--- config.mk ---
export PLATFORM = sky130hd
export DESIGN_NAME = decimal_schoolbook_multiplier
export DESIGN_NICKNAME = d
export VERILOG_FILES = /design/src/rtl/core/dsm_pkg.sv /design/src/rtl/core/decimal_schoolbook_multiplier.sv
export SDC_FILE = /design/constraint.sdc
export NUM_CORES = 1
export LEC_CHECK = 0
export BUFFER_PORTS_ARGS = -buffer_cell sky130_fd_sc_hd__buf_2
export CORE_MARGIN = 8
export CORE_UTILIZATION = 30
export DETAILED_ROUTE_END_ITERATION = 8
export HOLD_SLACK_MARGIN = 0.1
export PLACE_DENSITY = 0.44
export SYNTH_ARGS = -nofsm -noshare
export SYNTH_HDL_FRONTEND = slang
export SYNTH_SLANG_ARGS = --single-unit
export TNS_END_PERCENT = 20
--- constraint.sdc ---
create_clock -name aclk -period 17.6 [get_ports aclk]
set_input_delay 2.64 -clock aclk [delete_from_list [all_inputs] [get_ports aclk]]
set_output_delay 2.64 -clock aclk [all_outputs]
set_load 0.1 [all_outputs]
--- src/rtl/core/dsm_pkg.sv ---
package dsm_pkg;

    localparam int MAX_DIGITS = 32;
    localparam int IDX_W      = (MAX_DIGITS > 1) ? $clog2(MAX_DIGITS) : 1;
    localparam int CNT_W      = $clog2(MAX_DIGITS + 1);
    localparam int PIDX_W     = IDX_W + 1;
    localparam int PROD_DEPTH = 2 * MAX_DIGITS;
    localparam int TOT_W      = PIDX_W + 1;

    localparam logic [3:0] DIGIT_MAX = 4'd9;
    localparam logic [6:0] RADIX     = 7'd10;

    typedef struct packed {
        logic       mode;
        logic [3:0] digit;
        logic       last;
    } in_word_t;

    typedef struct packed {
        logic [3:0] product_digit;
        logic       last_res;
        logic       overflow;
    } out_word_t;

    typedef enum logic [2:0] {
        S_IDLE,
        S_START,
        S_MRD,
        S_MAC,
        S_CARRY,
        S_ORD,
        S_OSHOW
    } dsm_state_t;

    // Split a value 0..99 into {tens, units}.
    function automatic logic [7:0] dec_split(input logic [6:0] s);
        logic [3:0] hi;
        logic [6:0] lo;
        hi = 4'd0;
        for (int t = 1; t <= 9; t++) begin
            if (s >= 7'(10 * t)) begin
                hi = 4'(t);
            end
        end
        lo = s - ({3'b000, hi} * RADIX);
        return {hi, lo[3:0]};
    endfunction

endpackage

--- src/rtl/core/decimal_schoolbook_multiplier.sv ---
// Channel | Direction | Handshake         | Word
// s_      | in        | s_valid / s_ready | in_word_t  {mode, digit, last}
// m_      | out       | m_valid / m_ready | out_word_t {product_digit, last_res, overflow}
//
// A load word is taken in S_IDLE; s_ready is high only while no product is in work.
// A start word leads to a setup state, then NB rows of S_MRD, S_MAC, S_CARRY (a read, one digit pair
// a cycle, a carry write; NA, NB = counts); an empty operand skips the rows.
// Each product digit is then read from the product RAM (S_ORD) and shown on m_ (S_OSHOW).
// aresetn is synchronous, active low; it clears counts, drop flag and state.
// A stalled m_ready holds the word on m_ and the block waits with it.
module decimal_schoolbook_multiplier (
    input  logic               aclk,
    input  logic               aresetn,
    input  logic               s_valid,
    output logic               s_ready,
    input  dsm_pkg::in_word_t  s_word,
    output logic               m_valid,
    input  logic               m_ready,
    output dsm_pkg::out_word_t m_word
);
    import dsm_pkg::*;

    dsm_state_t state_reg, state_next;

    // operand and product stores
    logic [3:0] a_mem [MAX_DIGITS];
    logic [3:0] b_mem [MAX_DIGITS];
    logic [3:0] p_mem [PROD_DEPTH];
    logic [PROD_DEPTH-1:0] pv_reg;  // product entry written since start

    logic [CNT_W-1:0]  na_reg, nb_reg;
    logic              drop_reg;
    logic [IDX_W-1:0]  i_reg, j_reg;
    logic [3:0]        carry_reg;
    logic [TOT_W-1:0]  k_reg, total_reg;

    logic [3:0] a_rd_reg, b_rd_reg, p_rd_reg;
    logic       pv_rd_reg;

    logic              s_fire, m_fire;
    logic [3:0]        din_sat;
    logic              last_i, last_j, last_out, empty_op;
    logic [IDX_W-1:0]  i_raddr;
    logic [PIDX_W-1:0] p_raddr, p_waddr;
    logic [3:0]        p_wdata;
    logic              p_we, p_re;
    logic [3:0]        p_dig;
    logic [6:0]        mac_sum;
    logic [7:0]        mac_split;
    logic [TOT_W-1:0]  total_raw;

    assign s_fire   = s_valid && s_ready;
    assign m_fire   = m_valid && m_ready;
    assign din_sat  = (s_word.digit > DIGIT_MAX) ? DIGIT_MAX : s_word.digit;
    assign last_i   = (CNT_W'(i_reg) + CNT_W'(1)) == na_reg;
    assign last_j   = (CNT_W'(j_reg) + CNT_W'(1)) == nb_reg;
    assign last_out = (k_reg + TOT_W'(1)) == total_reg;
    assign empty_op = (na_reg == '0) || (nb_reg == '0);
    assign total_raw = TOT_W'(na_reg) + TOT_W'(nb_reg);

    // MAC: digit pair product plus partial product digit plus running carry
    assign p_dig     = pv_rd_reg ? p_rd_reg : 4'd0;
    assign mac_sum   = ({3'b000, a_rd_reg} * {3'b000, b_rd_reg}) + {3'b000, p_dig}
                     + {3'b000, carry_reg};
    assign mac_split = dec_split(mac_sum);

    // next read is issued while the current pair is accumulated
    assign i_raddr = (state_reg == S_MAC) ? (i_reg + IDX_W'(1)) : i_reg;

    always_comb begin
        p_raddr = PIDX_W'(i_raddr) + PIDX_W'(j_reg);
        if (state_reg == S_ORD) begin
            p_raddr = k_reg[PIDX_W-1:0];
        end
    end

    always_comb begin
        p_waddr = PIDX_W'(i_reg) + PIDX_W'(j_reg);
        p_wdata = mac_split[3:0];
        if (state_reg == S_CARRY) begin
            p_waddr = PIDX_W'(na_reg) + PIDX_W'(j_reg);
            p_wdata = carry_reg;
        end
    end

    // next state
    always_comb begin
        state_next = state_reg;
        unique case (state_reg)
            S_IDLE: begin
                if (s_fire && s_word.mode && s_word.last) begin
                    state_next = S_START;
                end
            end
            S_START: begin
                state_next = empty_op ? S_ORD : S_MRD;
            end
            S_MRD: begin
                state_next = S_MAC;
            end
            S_MAC: begin
                if (last_i) begin
                    state_next = S_CARRY;
                end
            end
            S_CARRY: begin
                state_next = last_j ? S_ORD : S_MRD;
            end
            S_ORD: begin
                state_next = S_OSHOW;
            end
            S_OSHOW: begin
                if (m_ready) begin
                    state_next = last_out ? S_IDLE : S_ORD;
                end
            end
            default: begin
                state_next = S_IDLE;
            end
        endcase
    end

    // outputs and strobes
    always_comb begin
        s_ready = 1'b0;
        m_valid = 1'b0;
        p_we    = 1'b0;
        p_re    = 1'b0;
        unique case (state_reg)
            S_IDLE:  s_ready = 1'b1;
            S_START: ;
            S_MRD:   p_re = 1'b1;
            S_MAC: begin
                p_we = 1'b1;
                p_re = 1'b1;
            end
            S_CARRY: p_we = 1'b1;
            S_ORD:   p_re = 1'b1;
            S_OSHOW: m_valid = 1'b1;
            default: ;
        endcase
    end

    assign m_word.product_digit = p_dig;
    assign m_word.last_res      = last_out;
    assign m_word.overflow      = drop_reg;

    always_ff @(posedge aclk) begin
        if (!aresetn) begin
            state_reg <= S_IDLE;
            na_reg    <= '0;
            nb_reg    <= '0;
            drop_reg  <= 1'b0;
            pv_reg    <= '0;
            i_reg     <= '0;
            j_reg     <= '0;
            carry_reg <= '0;
            k_reg     <= '0;
            total_reg <= '0;
        end else begin
            state_reg <= state_next;
            if (s_fire) begin
                // count the digit, or drop it once the operand is full
                if (!s_word.mode) begin
                    if (na_reg < CNT_W'(MAX_DIGITS)) begin
                        na_reg <= na_reg + CNT_W'(1);
                    end else begin
                        drop_reg <= 1'b1;
                    end
                end else begin
                    if (nb_reg < CNT_W'(MAX_DIGITS)) begin
                        nb_reg <= nb_reg + CNT_W'(1);
                    end else begin
                        drop_reg <= 1'b1;
                    end
                end
            end
            if (state_reg == S_START) begin
                pv_reg    <= '0;
                i_reg     <= '0;
                j_reg     <= '0;
                carry_reg <= '0;
                k_reg     <= '0;
                total_reg <= (total_raw == '0) ? TOT_W'(1) : total_raw;
            end else if (p_we) begin
                pv_reg[p_waddr] <= 1'b1;
            end
            if (state_reg == S_MAC) begin
                carry_reg <= mac_split[7:4];
                if (!last_i) begin
                    i_reg <= i_reg + IDX_W'(1);
                end
            end
            if (state_reg == S_CARRY) begin
                i_reg     <= '0;
                carry_reg <= '0;
                if (!last_j) begin
                    j_reg <= j_reg + IDX_W'(1);
                end
            end
            if (m_fire) begin
                k_reg <= k_reg + TOT_W'(1);
                // drop the finished problem
                if (last_out) begin
                    na_reg   <= '0;
                    nb_reg   <= '0;
                    drop_reg <= 1'b0;
                end
            end
        end
    end

    // operand stores
    always_ff @(posedge aclk) begin
        if (s_fire && !s_word.mode && (na_reg < CNT_W'(MAX_DIGITS))) begin
            a_mem[na_reg[IDX_W-1:0]] <= din_sat;
        end
        if (s_fire && s_word.mode && (nb_reg < CNT_W'(MAX_DIGITS))) begin
            b_mem[nb_reg[IDX_W-1:0]] <= din_sat;
        end
        a_rd_reg <= a_mem[i_raddr];
        b_rd_reg <= b_mem[j_reg];
    end

    // product store
    always_ff @(posedge aclk) begin
        if (p_we) begin
            p_mem[p_waddr] <= p_wdata;
        end
        if (p_re) begin
            p_rd_reg  <= p_mem[p_raddr];
            pv_rd_reg <= pv_reg[p_raddr];
        end
    end

endmodule

==> flow_metrics.py, run 1 <==
metrics = {
    "clocking": {
        "clk_path_buf_depth": 3,
        "cts_hold_buffers": 0,
        "cts_root_buf": "clkbuf_16",
        "post_cts_buffers": 0,
        "cts_buffers": 70,
        "clkSlewWorstSetupHoldPaths_ns": 0.06,
        "clock-sinks": 633,
        "cts_tree": "done",
        "cts.repair.resized": 0,
        "insertion_delay_ns": 0.61,
        "htreeDepth": 3,
    },
    "die": {
        "ioPinCount": 18,
        "core_area_um2": 91500,
        "chipHeight_um": 320,
        "dieArea_um2": 102000,
        "rows": 111,
        "die_w_um": 320,
        "start_util": 0.302,
    },
    "synthesis": {
        "synth_simple_gate_area_frac": 0.102,
        "netlist_area_um2": 27700,
        "synth.net_count": 2225,
        "yosysWarnings": 0,
        "synth_most_common_cell": "edfxtp_1",
        "synth_edf_count": 517,
        "seq_area_frac_synth": 0.645,
        "synth_xor_area_frac": 0.0212,
        "syn_inst": 2160,
        "synth_compound_area_frac": 0.0964,
        "synth_mux_area_frac": 0.0809,
        "synth.area.top_cells": "edfxtp_1 56%, dfxtp_1 8.4%, mux2i_1 5.0%",
        "synthTopCellsByCount": "517 x edfxtp_1, 316 x nand2_1, 193 x nor2_1, 156 x a21oi_1, 137 x mux2i_1",
        "post_synth_num_cell_types": 73,
        "synth_top_family_by_area": "simple AND/OR/NAND/NOR gates",
        "synth.top_cell.area_share": 0.561,
        "syn_avg_cell_area_um2": 12.8,
        "synth_flop_cell": "edfxtp_1",
        "yosys.area_share.adder": 0.0293,
        "synth-seq-cells": 633,
        "async_flop_share": 0,
        "synth_largest_area_cell": "edfxtp_1",
    },
    "placement": {
        "port_buffers": 17,
        "place_area_um2": 29000,
        "place_inst": 3266,
        "dp_hpwl_um": 43900,
        "gp_congestion": 0.784,
    },
    "global_routing": {
        "grt_pass1_vias": 17400,
        "grt_overflow": 0,
        "antenna_found_initial": 3,
        "grt_pass1_wl_um": 107000,
        "grt_max_degree": 85,
        "track_usage": 0.135,
    },
    "worst_setup_path": {
        "critPathCaptureType": "flip-flop",
        "cp_common_cell": "fa_1",
        "worstPathCellList": "and2_1 -> fa_1 -> inv_1 -> fa_1 -> fa_1 -> inv_1 -> fa_1 -> a21o_1 -> a21oi_1 -> xor2_2 -> nand2_1 -> a32o_1 -> a32oi_2 -> ha_1 -> inv_1 -> fa_1 -> xnor2_1 -> xnor2_1 -> o21ai_4 -> buf_4",
        "cp_max_fo": 64,
        "critPathMaxStageDelay_ns": 0.54,
        "critPathSlowestCell": "fa_1",
        "cp.required_ns": 17.91,
        "startpoint_type": "flip-flop",
        "worstPathArrival_ns": 6.46,
        "critPathKind": "flip-flop to flip-flop",
    },
    "detailed_routing": {
        "drt_iter0_drc": 1294,
        "drc": 0,
        "ant_nets": 0,
        "wl_per_cell_um": 20.8,
        "viasPerCell": 4.95,
        "vias": 16800,
        "wirelength_um": 70400,
        "dr.pass1.iters": 7,
    },
    "timing": {
        "fin_crit_sh": 0.349,
        "tightest_slew_ns": 1.15,
        "period_minus_slack_ns": 6.15,
        "setup-tns-final_ns": 0,
        "max_freq_mhz": 163,
        "finalMaxSlewViolations": 0,
        "clock_skew_ns": 0.0201,
        "hold_violations": 0,
        "rsz0062_at_grt": "false",
        "setup_viol": 0,
        "hold_slack_ns": 0.463,
        "slew_headroom": 0.230,
    },
    "flow_run": {
        "cap_violations": 0,
    },
    "power_and_ir_drop": {
        "p_leak_nw": 10.9,
        "power.density_nw_per_um2": 197,
        "p_total_mw": 6.16,
        "vdd_drop_max_uv": 658,
    },
    "final_layout": {
        "syn_to_final_growth_pct": 13.0,
        "stdcell_count": 3391,
        "final_area_um2": 31300,
        "largest_reg_flops": 256,
        "nNetsFinal": 2217,
        "drive_above_1_share": 0.0985,
        "top_register": "p_mem",
    },
    "status": {
        "status": "finished clean",
    },
    "min_path": {
        "hp-class": "flip-flop to flip-flop",
    },
}
metal layers:
| layer | GRT usage | wire length, µm |
|---|---|---|
| met5 | 0 | 13 |
| met1 | 0.175 | 31600 |
| met2 | 0.228 | 34100 |
| met3 | 0.0247 | 2830 |
| met4 | 0.0416 | 1890 |
placed cells by master, fill, tap and decap left out, types with 7 or more instances in the layout:
master     count
mux2i_1      136
o21ai_1       13
o21ai_0       28
edfxtp_1     517
a31oi_1       26
a32oi_1       13
a22oi_1       19
ha_1          40
buf_4         23
a21oi_1      155
clkinv_1       8
a221oi_1      29
o221ai_1      24
o21a_1        68
clkbuf_1      15
and2_1        18
a21o_1         9
nand3_1       57
nor3_1         9
bufinv_16      7
inv_1         43
mux4_2        32
nor2_1       192
nand3b_1       8
nand2_1      315
dfxtp_1      115
clkbuf_16     74
mux2_2         7
fa_1          15
nor2b_1        7
xor2_1        16
xnor2_1       35
clkinv_2      15
buf_2         17
path summary, 6_finish.rpt:
check	startpoint	endpoint	slack (ns)	depth (start not counted)
worst min register to register	pv_reg[21]	pv_reg[21]	0.46	1
worst min-delay path	pv_reg[21]	pv_reg[21]	0.46	1
worst max-delay path	pv_rd_reg	p_mem[34][3]	11.45	20
worst max register to register	pv_rd_reg	p_mem[34][3]	11.45	20
through the flow:
step,utilization,setup WS [ns]
after detailed placement,0.317,11.43
after global placement,0.317,11.51
after CTS,0.342,11.43
final,0.342,11.45
after global routing,0.342,11.11
after floorplan,-,10.07
cell families (layout without fill, tap and decap cells):
family                   after synthesis  after routing
AO/OA/AOI/OAI                        414            414
XOR/XNOR                              58             58
adder cells (fa/ha/maj)               56             56
buffers and inverters                165            208
flip-flops                           633            633
multiplexers                         180            180
other                                  0              2
AND/OR/NAND/NOR                      654            654
cell type report:
| type | count | area (µm²) |
|---|---|---|
| inverter | 45 | 169 |
| fill | 8928 | 60200 |
| clock buffer | 93 | 1960 |
| antenna | 2 | 5.00 |
| tap | 1186 | 1480 |
| multi-input combinational | 1362 | 9230 |
| clock inverter | 30 | 320 |
| sequential | 633 | 17900 |
| timing repair buffer | 40 | 258 |
worst max-delay path, delay by kind of cell, from the launching register on:
kind | cells | cell delay [ns]
AND/OR/NAND/NOR | 2 | 0.30
adder cells (fa/ha/maj) | 6 | 2.59
XOR/XNOR | 3 | 0.67
AO/OA/AOI/OAI | 5 | 1.13
buffers and inverters | 4 | 0.68
flip-flops | 1 | 0.41
report_power, final:
group          switching (mW)  leakage [nW]  internal, mW  total (mW)
Clock                   0.584          1.13         0.884        1.47
Combinational            1.53          4.16         0.393        1.92
Sequential             0.0229          5.58          2.75        2.77
Power figures use the tool's default switching activity.
==> run 2: changes to the inputs <==
--- a/config.mk
+++ b/config.mk
@@ -10,7 +10,7 @@
 export CORE_UTILIZATION = 30
 export DETAILED_ROUTE_END_ITERATION = 8
 export HOLD_SLACK_MARGIN = 0.1
-export PLACE_DENSITY = 0.44
+export PLACE_DENSITY = 0.45
 export SYNTH_ARGS = -nofsm -noshare
 export SYNTH_HDL_FRONTEND = slang
 export SYNTH_SLANG_ARGS = --single-unit
==> constraint.sdc (replaced) <==
create_clock -name aclk -period 5.4 [get_ports aclk]
set_input_delay 0.81 -clock aclk [delete_from_list [all_inputs] [get_ports aclk]]
set_output_delay 0.81 -clock aclk [all_outputs]
set_load 0.1 [all_outputs]
==> flow_metrics.py, run 2 (same netlist as run 1, synthesis figures left out) <==
metrics = {
    "worst_setup_path": {
        "cp.required_ns": 5.75,
        "reg2reg_from": "pv_rd_reg",
        "cp_max_fo": 8,
        "startpoint_type": "flip-flop",
        "critPathKind": "flip-flop to flip-flop",
        "ff2ff_setup_slack_ns": 0.11,
        "worstPathArrival_ns": 5.63,
        "r2r_cells": 23,
        "rr_endpoint": "p_mem[14][3]",
        "critPathCaptureType": "flip-flop",
    },
    "clocking": {
        "clk_path_buf_depth": 3,
        "clock-sinks": 633,
        "cts_buffers": 70,
        "cts_root_buf": "clkbuf_16",
        "insertion_delay_ns": 0.61,
        "htreeDepth": 3,
        "clkSlewWorstSetupHoldPaths_ns": 0.06,
        "cts_hold_buffers": 0,
        "cts_tree": "done",
    },
    "die": {
        "die_w_um": 320,
        "ioPinCount": 18,
        "rows": 111,
        "dieArea_um2": 102000,
        "start_util": 0.302,
        "core_area_um2": 91500,
        "chipHeight_um": 320,
    },
    "detailed_routing": {
        "drt_iter0_drc": 1118,
        "vias": 17000,
        "wl_per_cell_um": 21.1,
        "wirelength_um": 72600,
        "ant_nets": 0,
        "dr.pass1.iters": 6,
        "drc": 0,
        "viasPerCell": 4.96,
    },
    "final_layout": {
        "final_area_um2": 31900,
        "top_register": "p_mem",
        "syn_to_final_growth_pct": 15.2,
        "final_common_cell": "edfxtp_1",
        "drive_above_1_share": 0.126,
        "nNetsFinal": 2258,
        "diodes": 0,
        "largest_reg_flops": 256,
        "final_cell_mix": "517 x edfxtp_1, 314 x nand2_1, 192 x nor2_1, 154 x a21oi_1, 136 x mux2i_1",
        "stdcell_count": 3437,
    },
    "timing": {
        "tightest_slew_ns": 1.17,
        "fin_crit_sh": 0.979,
        "slew_headroom": 0.213,
        "rsz0062_at_grt": "true",
        "setup_viol": 0,
        "finalMaxSlewViolations": 0,
        "period_minus_slack_ns": 5.29,
        "max_freq_mhz": 189,
        "clock_skew_ns": 0.0234,
        "setup-tns-final_ns": 0,
        "hold_violations": 0,
    },
    "global_routing": {
        "grt_pass1_wl_um": 110000,
        "grt_max_degree": 68,
        "grt_overflow": 0,
        "antenna_found_initial": 2,
        "track_usage": 0.138,
        "grt_pass1_vias": 17300,
    },
    "status": {
        "status": "finished clean",
    },
    "power_and_ir_drop": {
        "p_total_mw": 24.2,
        "p_leak_nw": 11.2,
        "power.density_nw_per_um2": 761,
        "vdd_drop_max_uv": 1800,
    },
    "min_path": {
        "whs_path_depth": 1,
        "min-delay-start": "pv_reg[1]",
        "holdPathEnd": "pv_reg[1]",
        "hp-class": "flip-flop to flip-flop",
    },
    "placement": {
        "place_area_um2": 29300,
        "gp_congestion": 0.789,
        "dp_hpwl_um": 45900,
        "place_inst": 3293,
        "port_buffers": 17,
    },
    "flow_run": {
        "cap_violations": 0,
    },
}
## run 2: area by class of cell
type	count	area (µm²)
Clock buffer	99	2030
Fill cell	8866	59600
Sequential cell	633	17900
Inverter	45	169
Tap cell	1186	1480
Clock inverter	31	265
Multi-Input combinational cell	1362	9300
Timing Repair Buffer	81	782
## run 2: routing by layer
metal | GRT usage | wire, µm
met5 | 0 | 0
met1 | 0.188 | 33200
met2 | 0.230 | 34900
met3 | 0.0208 | 2800
met4 | 0.0385 | 1710
## run 2: worst max-delay path, cell delays in order (launching register included)
cell and delay, ns:
edfxtp_1 0.42, nand2_2 0.10, fa_1 0.55, inv_2 0.05, ha_4 0.25, inv_2 0.03, fa_1 0.52, inv_1 0.04
ha_2 0.19, fa_2 0.42, a21o_1 0.18, a21oi_2 0.19, xor2_2 0.17, nand2_1 0.09, a32o_2 0.27, a32oi_2 0.20
ha_2 0.21, inv_2 0.04, fa_2 0.34, xnor2_2 0.15, xnor2_2 0.20, o21ai_4 0.07, buf_12 0.16, clkbuf_16 0.17
## run 2: worst max path at each step
| stage | startpoint | end | slack (ns) | depth (start not counted) |
|---|---|---|---|---|
| final | pv_rd_reg | p_mem[14][3] | 0.11 | 23 |
| after global routing | pv_rd_reg | p_mem[56][3] | -0.13 | 23 |
| after CTS | pv_rd_reg | p_mem[28][3] | 0.08 | 21 |
| after detailed placement | pv_rd_reg | p_mem[38][3] | -0.02 | 20 |
| after global placement | pv_rd_reg | p_mem[2][3] | 0.05 | 22 |
| after floorplan | pv_rd_reg | p_mem[0][3] | -0.31 | 19 |
## run 2: per-stage QoR
stage	worst slack, ns	hold WS, ns	util
floorplan	-0.314	0.437	-
global placement	0.0519	0.447	0.321
detailed placement	-0.0174	0.453	0.321
CTS	0.0826	0.466	0.347
global route	-0.126	0.474	0.348
finish	0.114	0.461	0.348
## run 2: report_power, final
group / internal (mW) / total (mW) / switching, mW
combinational: 4.06 / 10.6 / 6.53
sequential: 8.88 / 8.94 / 0.0585
clock: 2.78 / 4.72 / 1.95
## run 2: timing repair
| item | 4_1_cts | 5_1_grt |
|---|---|---|
| pin swaps | 18 | 8 |
| endpoints found under the setup margin | 64 | 102 |
| setup buffers | 7 | 2 |
| gates cloned | 2 | 3 |
| gates resized for setup | 8 | 7 |
